File: config.mk
export PLATFORM = sky130hd
export DESIGN_NAME = cobs_frame_decoder
export DESIGN_NICKNAME = d
export VERILOG_FILES = /design/src/rtl/cfd_pkg.sv /design/src/rtl/cfd_step.sv /design/src/rtl/cfd_out_reg.sv /design/src/rtl/cobs_frame_decoder.sv
export VERILOG_INCLUDE_DIRS = /design/src /design/src/rtl
export SDC_FILE = /design/constraint.sdc
export NUM_CORES = 1
export LEC_CHECK = 0
export ABC_AREA = 1
export BUFFER_PORTS_ARGS = -buffer_cell sky130_fd_sc_hd__clkbuf_2
export CORE_MARGIN = 4
export CORE_UTILIZATION = 55
export DETAILED_ROUTE_END_ITERATION = 8
export GPL_TIMING_DRIVEN = 0
export PLACE_DENSITY = 0.86
export SYNTH_ARGS = -nofsm -noshare
export SYNTH_HDL_FRONTEND = slang
export SYNTH_HIERARCHICAL = 1
export SYNTH_SLANG_ARGS = --single-unit
File: constraint.sdc
create_clock -name clock -period 4.05 [get_ports clock]
set_clock_uncertainty 0.15 [all_clocks]
set_input_delay 0.405 -clock clock [delete_from_list [all_inputs] [get_ports clock]]
set_output_delay 0.405 -clock clock [all_outputs]
set_load 0.05 [all_outputs]
File: src/rtl/cobs_frame_decoder_macros.svh
// Assertion helpers used by the decoder's cfd_step module.
// The module that uses them must have signals named clock and reset.
`ifndef COBS_FRAME_DECODER_MACROS_SVH
`define COBS_FRAME_DECODER_MACROS_SVH

// Same-cycle implication, ignored while in reset.
`define CFD_ASSERT_SAME(lbl, ante, cons) \
   lbl: assert property (@(posedge clock) disable iff (reset) (ante) |-> (cons)) \
      else $error("cfd assertion failed");

// Next-cycle implication, also checked across reset.
`define CFD_ASSERT_NEXT(lbl, ante, cons) \
   lbl: assert property (@(posedge clock) (ante) |=> (cons)) \
      else $error("cfd assertion failed");

`endif

File: src/rtl/cfd_pkg.sv
`timescale 1ns / 1ps

package cfd_pkg;

   localparam int LenWidth = 16;

   localparam int CsrIndexWidth = 1;

   typedef logic [CsrIndexWidth-1:0] csr_index_type;

   localparam csr_index_type CsrDelimiter = 1'b0;
   localparam csr_index_type CsrMaxCode   = 1'b1;

   localparam logic [7:0] DelimiterReset = 8'h00;
   localparam logic [7:0] MaxCodeReset   = 8'hFF;

   typedef struct packed {
      logic [7:0] delimiter;
      logic [7:0] max_code;
   } csr_type;

   typedef struct packed {
      logic [7:0]          out_byte;
      logic                byte_valid;
      logic                frame_end;
      logic [LenWidth-1:0] decoded_length;
   } rsp_type;

endpackage

File: src/rtl/cfd_step.sv
`timescale 1ns / 1ps

`include "cobs_frame_decoder_macros.svh"

module cfd_step (
   input  logic             clock,
   input  logic             reset,
   input  logic             accept,
   input  logic [7:0]       enc_byte,
   input  logic             frame_last,
   input  cfd_pkg::csr_type csr,
   output logic             rsp_valid,
   output cfd_pkg::rsp_type rsp
);
   import cfd_pkg::*;

   logic                expect_code_ff, expect_code_in;
   logic [7:0]          code_ff, code_in;
   logic [7:0]          pos_ff, pos_in;
   logic [7:0]          held_byte_ff, held_byte_in;
   logic                held_valid_ff, held_valid_in;
   logic [LenWidth-1:0] count_ff, count_in;

   logic                emit;
   logic [7:0]          emit_byte;
   logic [7:0]          pos_inc;
   logic                have_prev;
   logic [LenWidth-1:0] count_inc;

   assign pos_inc = pos_ff + 8'd1;

   always_comb begin
      emit      = 1'b0;
      emit_byte = 8'h00;
      code_in   = code_ff;
      pos_in    = pos_ff;
      if (expect_code_ff) begin
         code_in = enc_byte;
         pos_in  = 8'h00;
      end else if (code_ff != 8'h00) begin
         if (pos_inc != code_ff) begin
            emit      = 1'b1;
            emit_byte = enc_byte;
            pos_in    = pos_inc;
         end else begin
            if (code_ff < csr.max_code) begin
               emit      = 1'b1;
               emit_byte = csr.delimiter;
            end
            code_in = enc_byte;
            pos_in  = 8'h00;
         end
      end
      if (frame_last) begin
         code_in = 8'h00;
         pos_in  = 8'h00;
      end
   end

   assign have_prev = emit && held_valid_ff;
   assign count_inc = (emit && (count_ff != {LenWidth{1'b1}})) ?
                      count_ff + {{(LenWidth-1){1'b0}}, 1'b1} : count_ff;

   always_comb begin
      rsp.out_byte       = have_prev ? held_byte_ff : 8'h00;
      rsp.byte_valid     = have_prev;
      rsp.frame_end      = frame_last;
      rsp.decoded_length = '0;
      if (frame_last && (count_inc != '0)) begin
         rsp.decoded_length = count_inc - {{(LenWidth-1){1'b0}}, 1'b1};
      end
      rsp_valid = frame_last || have_prev;
   end

   always_comb begin
      expect_code_in = 1'b0;
      held_byte_in   = emit ? emit_byte : held_byte_ff;
      held_valid_in  = held_valid_ff || emit;
      count_in       = count_inc;
      if (frame_last) begin
         expect_code_in = 1'b1;
         held_byte_in   = 8'h00;
         held_valid_in  = 1'b0;
         count_in       = '0;
      end
   end

   always_ff @(posedge clock) begin
      if (reset) begin
         expect_code_ff <= 1'b1;
         code_ff        <= 8'h00;
         pos_ff         <= 8'h00;
         held_byte_ff   <= 8'h00;
         held_valid_ff  <= 1'b0;
         count_ff       <= '0;
      end else if (accept) begin
         expect_code_ff <= expect_code_in;
         code_ff        <= code_in;
         pos_ff         <= pos_in;
         held_byte_ff   <= held_byte_in;
         held_valid_ff  <= held_valid_in;
         count_ff       <= count_in;
      end
   end

   `CFD_ASSERT_NEXT(a_reset_clears, reset, expect_code_ff && !held_valid_ff && (count_ff == '0))
   `CFD_ASSERT_SAME(a_pos_below_code, 1'b1, (pos_ff < code_ff) || (pos_ff == 8'h00))
   `CFD_ASSERT_SAME(a_count_held, count_ff != '0, held_valid_ff)
   `CFD_ASSERT_NEXT(a_frame_end_clears, !reset && accept && frame_last,
                    expect_code_ff && !held_valid_ff)

endmodule

File: src/rtl/cfd_out_reg.sv
`timescale 1ns / 1ps

module cfd_out_reg (
   input  logic                         clock,
   input  logic                         reset,
   input  logic                         load_valid,
   input  cfd_pkg::rsp_type             load,
   input  logic                         rsp_stall,
   output logic                         hold,
   output logic                         rsp_valid,
   output logic [7:0]                   rsp_out_byte,
   output logic                         rsp_byte_valid,
   output logic                         rsp_frame_end,
   output logic [cfd_pkg::LenWidth-1:0] rsp_decoded_length
);
   import cfd_pkg::*;

   logic    valid_ff;
   rsp_type data_ff;

   // hold the upstream while a result waits and the receiver stalls
   assign hold = valid_ff && rsp_stall;

   always_ff @(posedge clock) begin
      if (reset) begin
         valid_ff <= 1'b0;
      end else if (!hold) begin
         valid_ff <= load_valid;
      end
   end

   always_ff @(posedge clock) begin
      if (!hold && load_valid) begin
         data_ff <= load;
      end
   end

   assign rsp_valid          = valid_ff;
   assign rsp_out_byte       = data_ff.out_byte;
   assign rsp_byte_valid     = data_ff.byte_valid;
   assign rsp_frame_end      = data_ff.frame_end;
   assign rsp_decoded_length = data_ff.decoded_length;

endmodule

File: src/rtl/cobs_frame_decoder.sv
`timescale 1ns / 1ps

// COBS frame decoder, one encoded byte per transfer.
// Input channel req_*: enc_byte plus frame_last on the frame's last byte.
// A transfer happens at a clock edge with req_valid high and req_stall low.
// Result channel rsp_*: a decoded byte (rsp_byte_valid), and on the last
// byte of a frame a closing result with rsp_frame_end and the decoded length.
// Bytes that produce nothing (codes, swallowed bytes) give no result.
// Every decoded byte is held back one transfer so the phantom final byte can
// be dropped at frame end.
// A result appears on rsp_* in the cycle after its input transfer.
// Throughput: one input byte per cycle while req_stall is low, set by the single output register.
// req_stall rises only while a result waits in the output register and
// rsp_stall is high; an input that produces no result still waits then.
// Configuration csr_*: index 0 delimiter, index 1 max_code; csr_ready is
// always high. Write only while the block is idle.
// Reset (synchronous, active high) restores delimiter 0, max_code 255, and
// clears the frame state and the valid flag of the output register.
module cobs_frame_decoder (
   input  logic                         clock,
   input  logic                         reset,
   input  logic                         req_valid,
   output logic                         req_stall,
   input  logic [7:0]                   req_enc_byte,
   input  logic                         req_frame_last,
   output logic                         rsp_valid,
   input  logic                         rsp_stall,
   output logic [7:0]                   rsp_out_byte,
   output logic                         rsp_byte_valid,
   output logic                         rsp_frame_end,
   output logic [cfd_pkg::LenWidth-1:0] rsp_decoded_length,
   input  logic                         csr_valid,
   output logic                         csr_ready,
   input  cfd_pkg::csr_index_type       csr_index,
   input  logic [7:0]                   csr_data
);
   import cfd_pkg::*;

   csr_type csr_ff;
   logic    accept;
   logic    step_valid;
   rsp_type step_rsp;
   logic    hold;

   assign csr_ready = 1'b1;

   always_ff @(posedge clock) begin
      if (reset) begin
         csr_ff.delimiter <= DelimiterReset;
         csr_ff.max_code  <= MaxCodeReset;
      end else if (csr_valid && csr_ready) begin
         case (csr_index)
            CsrDelimiter: begin
               csr_ff.delimiter <= csr_data;
            end
            CsrMaxCode: begin
               csr_ff.max_code <= csr_data;
            end
            default: begin
               csr_ff <= csr_ff;
            end
         endcase
      end
   end

   assign req_stall = hold;
   assign accept    = req_valid && !hold;

   cfd_step u_step (
      .clock      (clock),
      .reset      (reset),
      .accept     (accept),
      .enc_byte   (req_enc_byte),
      .frame_last (req_frame_last),
      .csr        (csr_ff),
      .rsp_valid  (step_valid),
      .rsp        (step_rsp)
   );

   cfd_out_reg u_out_reg (
      .clock              (clock),
      .reset              (reset),
      .load_valid         (step_valid && accept),
      .load               (step_rsp),
      .rsp_stall          (rsp_stall),
      .hold               (hold),
      .rsp_valid          (rsp_valid),
      .rsp_out_byte       (rsp_out_byte),
      .rsp_byte_valid     (rsp_byte_valid),
      .rsp_frame_end      (rsp_frame_end),
      .rsp_decoded_length (rsp_decoded_length)
   );

endmodule
==> impl_metrics.yaml <==
yosys:
  syn_area_um2: 5070
  syn_inst: 700
  avgSynthCellArea_um2: 7.24
  synth_top_family_by_area: "simple AND/OR/NAND/NOR gates"
  async_flop_share_pct: 0
  synth_flop_cell: "dfxtp_1"
  yosysWarnings: 6
  synth_mux_area_share_pct: 0
  synthAdderAreaFrac_pct: 2.47
  synth_compound_area_share_pct: 7.85
  syn_nets: 733
  ys_types: 40
  synth-xor-area-share_pct: 3.46
  ys_ff_latch: 85
  synth_edf_count: 26
  yosys.area_share.simple_pct: 37.7
  synth_seq_area_share_pct: 38.7
global_route:
  grt_pass1_vias: 4453
  grt_max_degree: 27
  grt_usage_pct: 23.6
  grt_first_pass_wirelength_um: 21100
  antenna_found_initial: 0
  grt_overflow: 0
floorplanning:
  design.core.area_um2: 8850
  initial_core_util_pct: 57.3
  die_h_um: 104
  dieArea_um2: 10800
  pin_count: 52
  die_x_um: 104
  rows: 34
sta:
  post-route-period-util_pct: 87.7
  setup_violations: 0
  rsz0062_at_grt: "false"
  drv_slew: 0
  period_needed_ns: 3.55
  fmaxAchievable_ghz: 0.282
  hold_viol: 0
  slew_headroom_pct: 47.5
  fin_ws_ns: 0.499
  worst_pin_slew_ns: 0.787
  fin_setup_tns_ns: 0
placement:
  dpl_worst_slack_ns: 0.245
  dp_hpwl_um: 10000
  gp_congestion: 0.952
  dpl_cell_area_um2: 5450
  portBuffers: 49
layout:
  post-route-util_pct: 63.9
  final_cell_mix: "193 x nand2_1, 83 x inv_1, 73 x nor2_1"
  antennaDiodeCount: 0
  n_fill_cell: 796
  mostFrequentLayoutCell: "nand2_1"
  design_area_um2: 5660
  drive_above_1_share_pct: 18.6
  syn2layout_area_growth_pct: 11.6
  num-nets-final: 793
critical_path:
  end_kind: "register"
  cp_common_cell: "nand2_1"
  cp.arrival_ns: 3.52
  crit_fanout: 10
  crit_type: "reg -> reg"
  crit_slowest_cell: "dfxtp_1"
  cp.required_ns: 4.02
  crit_path_max_incr_delay_ns: 0.51
  worst_setup_path_start_kind: "register"
  critical_path.cell_chain: "ha_1 -> nand2_1 -> nor2_1 -> nand2_1 -> nor4_2 -> nand2_1 -> nand3_4 -> buf_6 -> nand2_1 -> nand2_1 -> ha_1 -> nand3_2 -> inv_2 -> nand2_2 -> o21ai_4 -> buf_8 -> nor2_2"
clocking:
  clk_latency_ns: 0.37
  cts_tree: "yes"
  cts_sinks: 85
  clockBufferDepth: 2
  cts_hold_buffers: 0
  numCtsBuffers: 9
  cts-root-buf: "clkbuf_8"
  ctsHtreeMaxLevel: 3
  clk_pin_slew_worst_paths_ns: 0.10
flow_run:
  maxCapViolCount: 0
worst_hold_path:
  min_path_type: "in -> reg"
routing:
  drt-vias-per-instance: 5.52
  drc: 0
  ant_nets: 0
  detail_route.wl_per_cell_um: 14.8
  dr.pass1.iters: 5
  dr_total_vias: 4817
  first_iter_violations: 415
  routed_wl_um: 12900
pwr:
  pwr_density_cell_nw_per_um2: 376
  pwr-share-comb_pct: 26.1
  peakVddDrop_uv: 226
  p_switching_w: 0.000783
  power.leakage_nw: 2.57
  swShare_pct: 36.8
  design_power_total_w: 0.00213
  seqPwrFrac_pct: 45.4
  pwr-share-clk_pct: 28.5
  internal_power_w: 0.00135
status:
  status: "complete, no violations"
-- what timing repair did --
action                     4_1_cts  5_1_grt
setup endpoints to repair        0       26
setup buffers                    0        0
resized for setup                0        1
-- synthesized netlist by cell type, types with 4 or more instances --
library cell / count / area, um2
a211oi_1: 20 / 150
nor3_1: 6 / 30.0
nand2_2: 18 / 113
nand3_1: 49 / 245
nor2_2: 14 / 87.6
nor2_1: 73 / 274
nand3_2: 5 / 50.1
xor2_1: 18 / 158
buf_2: 5 / 25.0
nor2_4: 7 / 78.8
nand2_1: 193 / 724
ha_1: 10 / 125
dfxtp_1: 59 / 1180
buf_6: 4 / 45.0
a21oi_1: 41 / 205
buf_4: 4 / 30.0
clkbuf_1: 9 / 33.8
edfxtp_1: 26 / 781
nand4_1: 25 / 156
inv_1: 83 / 312
inv_2: 8 / 30.0
-- metal layers --
metal / GRT usage [%] / share of wire, % / vias to the layer above
li1: - / - / 2386
met3: 2.92 / 7.3 / 25
met1: 32.6 / 46 / 2184
met4: 7.69 / 2.2 / 0
met2: 38.6 / 45 / 222
met5: 0 / 0 / -
-- cell families after synthesis --
kind of cell	Yosys count
simple gates	403
buf+inv	115
flops	85
compound gates	66
xor+xnor	20
fa+ha+maj	10
other cells	1
-- flip-flops by register name (all words and copies together) (netlist names), 8 cells and up --
name / flops
u_out_reg/rsp_out_byte: 8
csr_ff: 16
u_step/code_ff: 8
u_step/count_ff: 16
u_step/held_byte_ff: 8
u_step/pos_ff: 8
u_out_reg/rsp_decoded_length: 16
-- stage by stage --
stage | hold slack (ns) | instances
floorplan | 0.281 | 700
global placement | 0.295 | 857
detailed placement | 0.311 | 857
CTS | 0.105 | 873
global route | 0.119 | 873
finish | 0.108 | 873
-- path summary, 6_finish.rpt --
kind                                            from                              end  slack [ns]  cells after the start
worst max-delay path              u_step/count_ff[0]  u_out_reg/rsp_decoded_length[4]        0.50                     17
worst min-delay path                     csr_data[1]                        csr_ff[1]        0.11                      3
worst max register to register    u_step/count_ff[0]  u_out_reg/rsp_decoded_length[4]        0.50                     17
worst min register to register  u_step/held_valid_ff             u_step/held_valid_ff        0.33                      2
-- power groups by stage --
stage / sequential [W] / clock (W) / combinational, W
2_1_floorplan: 0.00104 / 0 / 0.000363
3_3_place_gp: 0.000983 / 0 / 0.000526
3_5_place_dp: 0.000985 / 0 / 0.000544
4_1_cts: 0.000966 / 0.000608 / 0.000548
5_1_grt: 0.000972 / 0.000645 / 0.000612
6_report: 0.000966 / 0.000606 / 0.000555
-- final cells by class --
class	instances	area (um2)	area share, %
clock buffers	9	124	2.19
repair buffers	49	245	4.34
multi-input cells	500	2620	46.2
well taps	108	135	2.39
flip-flops and latches	85	1960	34.7
plain buffers	23	149	2.63
inverters	92	345	6.11
clock inverters	7	80.1	1.42
-- critical path: cells and delay by family, from the launching register on --
family,cells,cell delay (ns)
compound gates,1,0.24
fa+ha+maj,2,0.47
buf+inv,3,0.47
flops,1,0.51
simple gates,11,1.45
Note: power is estimated with default switching activity, not from simulation.
